<file path="src/rtl/core/ddnc_pkg.sv">
`timescale 1ns / 1ps
`default_nettype none

package ddnc_pkg;

  localparam int unsigned MAX_YEAR_DEF = 9999;

  localparam int VAL_W = 23;
  localparam logic [3:0] STEP_LAST  = 4'd14;
  localparam logic [3:0] STEP_QUOT  = 4'd6;
  localparam logic [3:0] MONTH_LAST = 4'd11;

  typedef enum logic [2:0] {
    ST_IDLE,
    ST_YEAR,
    ST_MONTH,
    ST_SUM,
    ST_MOD,
    ST_OUT
  } ddnc_state_t;

  typedef struct packed {
    logic        operation;
    logic [3:0]  month;
    logic [4:0]  day_of_month;
    logic [13:0] year_in;
    logic [21:0] day_number;
  } ddnc_item_t;

  typedef struct packed {
    logic [21:0] serial_day;
    logic [13:0] year_out;
    logic [3:0]  month_out;
    logic [4:0]  mday_out;
    logic [8:0]  day_of_year;
    logic [2:0]  weekday;
    logic [2:0]  first_weekday;
    logic        range_error;
  } ddnc_result_t;

  function automatic logic [VAL_W-1:0] step_days(input logic [3:0] idx);
    logic [VAL_W-1:0] v;
    case (idx)
      4'd0:    v = 23'd4675104;
      4'd1:    v = 23'd2337552;
      4'd2:    v = 23'd1168776;
      4'd3:    v = 23'd584388;
      4'd4:    v = 23'd292194;
      4'd5:    v = 23'd146097;
      4'd6:    v = 23'd73048;
      4'd7:    v = 23'd36524;
      4'd8:    v = 23'd23376;
      4'd9:    v = 23'd11688;
      4'd10:   v = 23'd5844;
      4'd11:   v = 23'd2922;
      4'd12:   v = 23'd1461;
      4'd13:   v = 23'd730;
      4'd14:   v = 23'd365;
      default: v = '0;
    endcase
    return v;
  endfunction

  function automatic logic [VAL_W-1:0] step_years(input logic [3:0] idx);
    logic [VAL_W-1:0] v;
    case (idx)
      4'd0:    v = 23'd12800;
      4'd1:    v = 23'd6400;
      4'd2:    v = 23'd3200;
      4'd3:    v = 23'd1600;
      4'd4:    v = 23'd800;
      4'd5:    v = 23'd400;
      4'd6:    v = 23'd200;
      4'd7:    v = 23'd100;
      4'd8:    v = 23'd64;
      4'd9:    v = 23'd32;
      4'd10:   v = 23'd16;
      4'd11:   v = 23'd8;
      4'd12:   v = 23'd4;
      4'd13:   v = 23'd2;
      4'd14:   v = 23'd1;
      default: v = '0;
    endcase
    return v;
  endfunction

  function automatic logic [4:0] month_len(input logic [3:0] m, input logic leap);
    logic [4:0] v;
    case (m)
      4'd0:    v = 5'd31;
      4'd1:    v = leap ? 5'd29 : 5'd28;
      4'd2:    v = 5'd31;
      4'd3:    v = 5'd30;
      4'd4:    v = 5'd31;
      4'd5:    v = 5'd30;
      4'd6:    v = 5'd31;
      4'd7:    v = 5'd31;
      4'd8:    v = 5'd30;
      4'd9:    v = 5'd31;
      4'd10:   v = 5'd30;
      4'd11:   v = 5'd31;
      default: v = 5'd0;
    endcase
    return v;
  endfunction

  // 8 == 1 mod 7: fold octal digits
  function automatic logic [2:0] mod7(input logic [VAL_W-1:0] x);
    logic [VAL_W:0] xe;
    logic [5:0] s1;
    logic [3:0] s2;
    logic [3:0] s3;
    xe = {1'b0, x};
    s1 = '0;
    for (int i = 0; i < 8; i++) begin
      s1 = s1 + {3'b000, xe[3*i +: 3]};
    end
    s2 = {1'b0, s1[5:3]} + {1'b0, s1[2:0]};
    s3 = {3'b000, s2[3]} + {1'b0, s2[2:0]};
    if (s3 >= 4'd7) begin
      s3 = s3 - 4'd7;
    end
    return s3[2:0];
  endfunction

endpackage

`default_nettype wire

</file>
<file path="src/rtl/core/ddnc_step_unit.sv">
`timescale 1ns / 1ps
`default_nettype none

module ddnc_step_unit (
  input  wire logic [ddnc_pkg::VAL_W-1:0] rem_in,
  input  wire logic [ddnc_pkg::VAL_W-1:0] div_in,
  input  wire logic [ddnc_pkg::VAL_W-1:0] acc_in,
  input  wire logic [ddnc_pkg::VAL_W-1:0] wt_in,
  output logic                            ge,
  output logic [ddnc_pkg::VAL_W-1:0]      rem_out,
  output logic [ddnc_pkg::VAL_W-1:0]      acc_out
);
  import ddnc_pkg::*;

  logic [VAL_W:0] diff;

  assign diff    = {1'b0, rem_in} - {1'b0, div_in};
  assign ge      = ~diff[VAL_W];
  assign rem_out = ge ? diff[VAL_W-1:0] : rem_in;
  assign acc_out = ge ? (acc_in + wt_in) : acc_in;

endmodule

`default_nettype wire

</file>
<file path="src/rtl/core/ddnc_core.sv">
`timescale 1ns / 1ps
`default_nettype none

module ddnc_core #(
  parameter int unsigned MAX_YEAR = ddnc_pkg::MAX_YEAR_DEF
) (
  input  wire logic                  clk,
  input  wire logic                  rst_n,
  input  wire logic                  start,
  input  wire ddnc_pkg::ddnc_item_t  item,
  input  wire logic                  take,
  output logic                       ready,
  output logic                       res_valid,
  output ddnc_pkg::ddnc_result_t     res
);
  import ddnc_pkg::*;

  localparam int unsigned MaxSerial =
    MAX_YEAR * 365 + MAX_YEAR / 4 - MAX_YEAR / 100 + MAX_YEAR / 400;

  ddnc_state_t state_r, state_nxt;

  logic               op_r, op_nxt;
  logic [3:0]         mon_r, mon_nxt;
  logic [4:0]         mday_r, mday_nxt;
  logic [13:0]        year_r, year_nxt;
  logic [21:0]        dnum_r, dnum_nxt;
  logic [VAL_W-1:0]   rem_r, rem_nxt;
  logic [VAL_W-1:0]   acc_r, acc_nxt;
  logic [VAL_W-1:0]   base_r, base_nxt;
  logic [VAL_W-1:0]   serial_r, serial_nxt;
  logic [VAL_W-1:0]   fbase_r, fbase_nxt;
  logic [3:0]         idx_r, idx_nxt;
  logic [3:0]         m_r, m_nxt;
  logic [8:0]         q_r, q_nxt;
  logic [8:0]         yday_r, yday_nxt;
  ddnc_result_t       res_r, res_nxt;

  logic [VAL_W-1:0]   st_div, st_wt, st_rem, st_acc;
  logic               st_ge;
  logic               leap;
  logic [4:0]         mlen;
  logic [8:0]         sum_bm;
  logic [VAL_W-1:0]   base_p1;
  logic               err_in;

  function automatic logic [3:0] m0_r_sel(input logic [3:0] mon);
    logic [3:0] v;
    if (mon == 4'd0) begin
      v = 4'd0;
    end else if (mon > 4'd12) begin
      v = 4'd12;
    end else begin
      v = mon - 4'd1;
    end
    return v;
  endfunction

  // q_r holds {q100, q4, q1} of the year decomposition
  assign leap = (q_r[1:0] == 2'd3) && !((q_r[6:2] == 5'd24) && (q_r[8:7] != 2'd3));
  assign mlen = month_len(m_r, leap);

  assign sum_bm  = acc_r[8:0] + {4'b0000, mday_r};
  assign base_p1 = base_r + 23'd1;

  assign err_in = item.operation ?
    ((item.day_number == 22'd0) || ({3'b000, item.day_number} > 25'(MaxSerial))) :
    ((item.year_in == 14'd0) || ({3'b000, item.year_in} > 17'(MAX_YEAR)));

  always_comb begin
    st_div = '0;
    st_wt  = '0;
    case (state_r)
      ST_YEAR: begin
        st_div = op_r ? step_days(idx_r) : step_years(idx_r);
        st_wt  = op_r ? step_years(idx_r) : step_days(idx_r);
      end
      ST_MONTH: begin
        st_div = op_r ? {18'd0, mlen} : 23'd1;
        st_wt  = op_r ? '0 : {18'd0, mlen};
      end
      default: begin
        st_div = '0;
        st_wt  = '0;
      end
    endcase
  end

  ddnc_step_unit u_step (
    .rem_in  (rem_r),
    .div_in  (st_div),
    .acc_in  (acc_r),
    .wt_in   (st_wt),
    .ge      (st_ge),
    .rem_out (st_rem),
    .acc_out (st_acc)
  );

  always_comb begin
    state_nxt  = state_r;
    op_nxt     = op_r;
    mon_nxt    = mon_r;
    mday_nxt   = mday_r;
    year_nxt   = year_r;
    dnum_nxt   = dnum_r;
    rem_nxt    = rem_r;
    acc_nxt    = acc_r;
    base_nxt   = base_r;
    serial_nxt = serial_r;
    fbase_nxt  = fbase_r;
    idx_nxt    = idx_r;
    m_nxt      = m_r;
    q_nxt      = q_r;
    yday_nxt   = yday_r;
    res_nxt    = res_r;
    case (state_r)
      ST_IDLE: begin
        if (start) begin
          op_nxt   = item.operation;
          mon_nxt  = item.month;
          mday_nxt = item.day_of_month;
          year_nxt = item.year_in;
          dnum_nxt = item.day_number;
          acc_nxt  = '0;
          idx_nxt  = '0;
          q_nxt    = '0;
          rem_nxt  = item.operation ? {1'b0, item.day_number - 22'd1}
                                    : {9'd0, item.year_in - 14'd1};
          if (err_in) begin
            res_nxt             = '0;
            res_nxt.range_error = 1'b1;
            state_nxt           = ST_OUT;
          end else begin
            state_nxt = ST_YEAR;
          end
        end
      end
      ST_YEAR: begin
        rem_nxt = st_rem;
        acc_nxt = st_acc;
        if (idx_r >= STEP_QUOT) begin
          q_nxt = {q_r[7:0], st_ge};
        end
        if (idx_r == STEP_LAST) begin
          base_nxt = st_acc;
          m_nxt    = '0;
          yday_nxt = st_rem[8:0];
          if (!op_r) begin
            rem_nxt = {19'd0, m0_r_sel(mon_r)};
            acc_nxt = '0;
          end
          state_nxt = ST_MONTH;
        end else begin
          idx_nxt = idx_r + 4'd1;
        end
      end
      ST_MONTH: begin
        if (op_r) begin
          if ((m_r == MONTH_LAST) || !st_ge) begin
            state_nxt = ST_SUM;
          end else begin
            rem_nxt = st_rem;
            m_nxt   = m_r + 4'd1;
          end
        end else begin
          if (!st_ge) begin
            state_nxt = ST_SUM;
          end else begin
            rem_nxt = st_rem;
            acc_nxt = st_acc;
            m_nxt   = m_r + 4'd1;
          end
        end
      end
      ST_SUM: begin
        res_nxt.range_error = 1'b0;
        if (op_r) begin
          serial_nxt          = {1'b0, dnum_r};
          fbase_nxt           = {1'b0, dnum_r} - rem_r;
          res_nxt.serial_day  = dnum_r;
          res_nxt.year_out    = base_p1[13:0];
          res_nxt.month_out   = m_r + 4'd1;
          res_nxt.mday_out    = rem_r[4:0] + 5'd1;
          res_nxt.day_of_year = yday_r;
        end else begin
          serial_nxt          = base_r + {14'd0, sum_bm};
          fbase_nxt           = base_r + acc_r + 23'd1;
          res_nxt.serial_day  = serial_nxt[21:0];
          res_nxt.year_out    = year_r;
          res_nxt.month_out   = mon_r;
          res_nxt.mday_out    = mday_r;
          res_nxt.day_of_year = (sum_bm == 9'd0) ? 9'd0 : (sum_bm - 9'd1);
        end
        state_nxt = ST_MOD;
      end
      ST_MOD: begin
        res_nxt.weekday       = mod7(serial_r);
        res_nxt.first_weekday = mod7(fbase_r);
        state_nxt             = ST_OUT;
      end
      ST_OUT: begin
        if (take) begin
          state_nxt = ST_IDLE;
        end
      end
      default: begin
        state_nxt = ST_IDLE;
      end
    endcase
  end

  always_ff @(posedge clk) begin
    if (!rst_n) begin
      state_r <= ST_IDLE;
    end else begin
      state_r <= state_nxt;
    end
  end

  always_ff @(posedge clk) begin
    op_r     <= op_nxt;
    mon_r    <= mon_nxt;
    mday_r   <= mday_nxt;
    year_r   <= year_nxt;
    dnum_r   <= dnum_nxt;
    rem_r    <= rem_nxt;
    acc_r    <= acc_nxt;
    base_r   <= base_nxt;
    serial_r <= serial_nxt;
    fbase_r  <= fbase_nxt;
    idx_r    <= idx_nxt;
    m_r      <= m_nxt;
    q_r      <= q_nxt;
    yday_r   <= yday_nxt;
    res_r    <= res_nxt;
  end

  assign ready     = (state_r == ST_IDLE);
  assign res_valid = (state_r == ST_OUT);
  assign res       = res_r;

  a_month_bound: assert property (@(posedge clk) disable iff (!rst_n)
    (state_r == ST_MONTH && op_r) |-> (m_r <= MONTH_LAST && rem_r < 23'd366))
    else $error("month walk out of bounds");

  a_year_entry: assert property (@(posedge clk) disable iff (!rst_n)
    (state_r == ST_YEAR && $past(state_r) != ST_YEAR) |-> $past(state_r) == ST_IDLE)
    else $error("year phase entered from wrong state");

  a_err_zero: assert property (@(posedge clk) disable iff (!rst_n)
    (state_r == ST_OUT && res_r.range_error) |->
      (res_r.serial_day == 22'd0 && res_r.year_out == 14'd0 && res_r.weekday == 3'd0))
    else $error("range error result carries data");

  a_weekday: assert property (@(posedge clk) disable iff (!rst_n)
    (state_r == ST_OUT) |-> (res_r.weekday < 3'd7 && res_r.first_weekday < 3'd7))
    else $error("weekday out of range");

  a_take_hold: assert property (@(posedge clk) disable iff (!rst_n)
    (state_r == ST_OUT && !take) |=> (state_r == ST_OUT && $stable(res_r)))
    else $error("result lost before taken");

endmodule

`default_nettype wire

</file>
<file path="src/rtl/core/date_day_number_converter_unit.sv">
`timescale 1ns / 1ps
`default_nettype none

// Channel | Direction | Handshake         | Payload
// in      | input     | in_tvalid/tready  | in_tdata (date or day number), in_tuser (operation)
// out     | output    | out_tvalid/tready | out_tdata (converted date), out_tuser (range_error)
//
// An out-of-range input goes from idle straight to the result hand-off. Otherwise an item takes
// 15 steps of the shared compare-subtract unit for the year decomposition, 1 to 13 for the
// month walk, then sum, weekday, hand-off and a return to idle.
// One item is in work at a time.
// Synchronous active-low reset returns the sequencer to idle and empties the output stage.
// A stalled output holds its item; the next item is accepted once the result moves there.

module date_day_number_converter_unit #(
  parameter int unsigned MAX_YEAR = ddnc_pkg::MAX_YEAR_DEF
) (
  input  wire logic        clk,
  input  wire logic        rst_n,
  input  wire logic        in_tvalid,
  output logic             in_tready,
  input  wire logic [47:0] in_tdata,  // month[3:0], day_of_month[8:4], year_in[22:9],
                                      // day_number[44:23], zero[47:45]
  input  wire logic        in_tuser,  // operation
  output logic             out_tvalid,
  input  wire logic        out_tready,
  output logic [63:0]      out_tdata, // serial_day[21:0], year_out[35:22], month_out[39:36],
                                      // mday_out[44:40], day_of_year[53:45],
                                      // weekday[56:54], first_weekday[59:57], zero[63:60]
  output logic             out_tuser  // range_error
);
  import ddnc_pkg::*;

  ddnc_item_t   item;
  ddnc_result_t core_res;
  ddnc_result_t out_r;
  logic         out_valid_r, out_valid_nxt;
  logic         core_ready;
  logic         core_valid;
  logic         take;
  logic         start;

  assign item.operation    = in_tuser;
  assign item.month        = in_tdata[3:0];
  assign item.day_of_month = in_tdata[8:4];
  assign item.year_in      = in_tdata[22:9];
  assign item.day_number   = in_tdata[44:23];

  assign in_tready = core_ready;
  assign start     = in_tvalid && core_ready;
  assign take      = core_valid && (!out_valid_r || out_tready);

  ddnc_core #(
    .MAX_YEAR (MAX_YEAR)
  ) u_core (
    .clk       (clk),
    .rst_n     (rst_n),
    .start     (start),
    .item      (item),
    .take      (take),
    .ready     (core_ready),
    .res_valid (core_valid),
    .res       (core_res)
  );

  always_comb begin
    out_valid_nxt = out_valid_r;
    if (take) begin
      out_valid_nxt = 1'b1;
    end else if (out_tready) begin
      out_valid_nxt = 1'b0;
    end
  end

  always_ff @(posedge clk) begin
    if (!rst_n) begin
      out_valid_r <= 1'b0;
    end else begin
      out_valid_r <= out_valid_nxt;
    end
  end

  always_ff @(posedge clk) begin
    if (take) begin
      out_r <= core_res;
    end
  end

  assign out_tvalid = out_valid_r;
  assign out_tdata  = {4'b0000, out_r.first_weekday, out_r.weekday, out_r.day_of_year,
                       out_r.mday_out, out_r.month_out, out_r.year_out, out_r.serial_day};
  assign out_tuser  = out_r.range_error;

endmodule

`default_nettype wire

</file>
<file path="config.mk">
export PLATFORM = sky130hd
export DESIGN_NAME = date_day_number_converter_unit
export DESIGN_NICKNAME = d
export VERILOG_FILES = /design/src/rtl/core/ddnc_pkg.sv /design/src/rtl/core/ddnc_step_unit.sv /design/src/rtl/core/ddnc_core.sv /design/src/rtl/core/date_day_number_converter_unit.sv
export SDC_FILE = /design/constraint.sdc
export NUM_CORES = 1
export LEC_CHECK = 0
export ABC_AREA = 1
export CAP_MARGIN = 20
export CORE_UTILIZATION = 50
export DETAILED_ROUTE_END_ITERATION = 12
export DONT_BUFFER_PORTS = 1
export HOLD_SLACK_MARGIN = 0.08
export REMOVE_ABC_BUFFERS = 1
export SYNTH_ARGS = -nofsm -noshare
export SYNTH_HDL_FRONTEND = slang
export SYNTH_SLANG_ARGS = --single-unit
</file>
<file path="constraint.sdc">
create_clock -name clk -period 8 [get_ports clk]
set_clock_uncertainty 0.05 [all_clocks]
set_input_delay 0.4 -clock clk [delete_from_list [all_inputs] [get_ports clk]]
set_output_delay 0.4 -clock clk [all_outputs]
set_load 0.1 [all_outputs]
</file>
==> flow_summary.ini <==
[status]
status = finished clean

[placement]
hpwl_um = 59590
post-place-ws_ns = 2.338
gp_congestion = 0.9770
portBuffers = 0
post-place-cells = 3422
post_dp_cell_area_sq_um = 24100

[global_route]
grt.total_usage = 0.3177
first_global_vias = 19310
grt-ovfl-total = 0
grt_max_degree = 72
antenna_found_initial = 0
grt_pass1_wl_um = 113300

[layout]
final_cell_area_sq_um = 25930
drive_above_1_share = 0.04247
fin_util = 0.5665
nets = 3160
stdcell_count = 3544
area_growth_pct = 10.65
fill_cells = 4178

[clock_tree]
clk_latency_ns = 0.57
clock_path_buffers = 3
cts_setup_buffers = 0
htree_levels = 2
numCtsBuffers = 40
clock-sinks = 349
clk_pin_slew_ns = 0.06
cts_tree = yes
cts_root_buf = clkbuf_16

[floorplanning]
die_y_um = 218.5
initial_core_util = 0.5120
io_pins = 120
die_w_um = 218.5
dieArea_sq_um = 47740
core-area_sq_um = 45770
rows = 78

[timing]
finalSetupViolCount = 0
rsz0062_at_grt = no
timing.final.crit_share = 0.7091
tns_ns = 0
slew_headroom = 0.3467
period_needed_ns = 5.673
max_freq_ghz = 0.1763
worst_pin_slew_ns = 0.9697
slew_viol_final = 0
finalHoldViolCount = 0
worst_slack_ns = 2.327
hold_ws_ns = 0.1156

[synthesis]
syn_avg_cell_area_sq_um = 8.197
synth_cells = 2859
synth-edff-count = 309
yosysUniqueCellTypes = 58
mappedNetlistArea_sq_um = 23430
synth_area_leaders = edfxtp_1 (40%), nand2_1 (10%), ha_1 (8.3%)
synth_top_area_frac = 0.3959
synth_async_sr_flop_share = 0
post-synth-top-count-cell = nand2_1
synth_seq_cells = 349
yosys.area.top_type = edfxtp_1
yosysWarnings = 0
ys_top_cells_by_count = nand2_1 (635), inv_1 (409), nor2_1 (310)
ys_seq_area_frac = 0.4301
ys.flop_type = edfxtp_1

[routing]
via_per_inst = 5.662
ant_nets = 0
drt_wl_total_um = 75160
drc = 0
drt_iter0_drc = 1711
dr.pass1.iters = 6
wire_per_inst_um = 21.21
vias = 20070

[critical_path]
startpoint_type = register
r2r_start = u_core.fbase_r[0]
r2r-end = u_core.res[1]
endpoint = u_core.res[1]
worst-r2r-cell-count = 24
worst_ep_required_time_ns = 8.35
path_max_fanout = 3
cp-startpoint = u_core.fbase_r[0]
reg2reg_slack_ns = 2.33
cp.arrival_ns = 6.02
critPathKind = register to register
endpoint_kind = register

[pwr]
total_power_mw = 13.03
powerDensity_nw_per_um2 = 502.4
leakage_nw = 11.72
peakVddDrop_uv = 915.3

[min_path]
hold_class = input port to register
min_from = in_tdata[39]

[flow_run]
max_cap_violations = 0
==> layout make-up <==
| cell class | count | area [sq um] | area share |
|---|---|---|---|
| antenna | 1 | 2.502 | 0.00009651 |
| clock buffer | 51 | 1101 | 0.04246 |
| clock inverter | 21 | 234.0 | 0.009023 |
| inverter | 420 | 1579 | 0.06090 |
| multi-input combinational | 2037 | 11570 | 0.4463 |
| sequential | 349 | 10080 | 0.3887 |
| tap | 600 | 750.7 | 0.02895 |
| timing repair buffer | 65 | 610.6 | 0.02355 |
==> cell families after synthesis <==
family | after synthesis | synth area share
multiplexers | 1 | 0.0004271
AO/OA/AOI/OAI | 485 | 0.1163
flip-flops | 349 | 0.4301
other | 1 | 0.0001600
AND/OR/NAND/NOR | 1279 | 0.2313
XOR/XNOR | 74 | 0.02766
buffers and inverters | 476 | 0.07822
adder cells (fa/ha/maj) | 194 | 0.1158
==> worst min-delay path by stage <==
| stage | endpoint | slack, ns | cells past startpoint |
|---|---|---|---|
| finish | u_core.rem_r[16] | 0.12 | 2 |
| global route | u_core.rem_r[9] | 0.12 | 2 |
| CTS | u_core.rem_r[6] | 0.08 | 2 |
| detailed placement | out_tdata[19] | 0.35 | 0 |
| global placement | out_tdata[56] | 0.35 | 0 |
| floorplan | out_tdata[0] | 0.35 | 0 |
==> critical path, stage by stage, from the launching register on <==
cell	delay (ns)
edfxtp_1	0.37
ha_1	0.23
fa_1	0.48
inv_1	0.05
fa_1	0.46
fa_1	0.52
fa_1	0.54
inv_1	0.04
ha_1	0.21
fa_1	0.41
nand3_1	0.10
nand2_1	0.06
ha_1	0.32
a21oi_1	0.14
nand2_1	0.07
ha_1	0.21
ha_1	0.31
ha_1	0.15
inv_1	0.05
nor2_1	0.14
inv_1	0.06
nand2_1	0.07
inv_1	0.06
or2_2	0.27
a21oi_1	0.16
==> routing by layer <==
layer	track usage	up-vias	routed length, um
li1	-	9688	-
met1	0.4173	9555	32390
met2	0.5220	678	34930
met3	0.04746	145	4526
met4	0.1317	0	3311
met5	0	-	0
==> timing repair <==
item / in CTS / in global routing
hold buffers: 49 / 0
resized for setup: 0 / 0
endpoints found under the hold margin: 51 / 0
==> power by group <==
| group | switching, mW | internal (mW) |
|---|---|---|
| combinational | 5.26 | 2.53 |
| sequential | 0.555 | 2.79 |
| clock | 0.776 | 1.11 |
==> placed cells by master (no fill, tap or decap), drive strengths merged, types with 11 or more instances in the layout <==
master,n
nand2,636
inv,421
nor2,322
edfxtp,309
o21ai,194
a21oi,183
nand3,176
ha,156
nand4,57
xor2,56
clkbuf,51
dlygate4sd3,49
nor3,43
dfxtp,40
fa,38
o21bai,18
xnor2,18
buf,16
a22oi,15
or2,15
clkinv,13
o211ai,12
a21o,12
nor4,11
No activity file was read; power rests on OpenSTA's default activity.
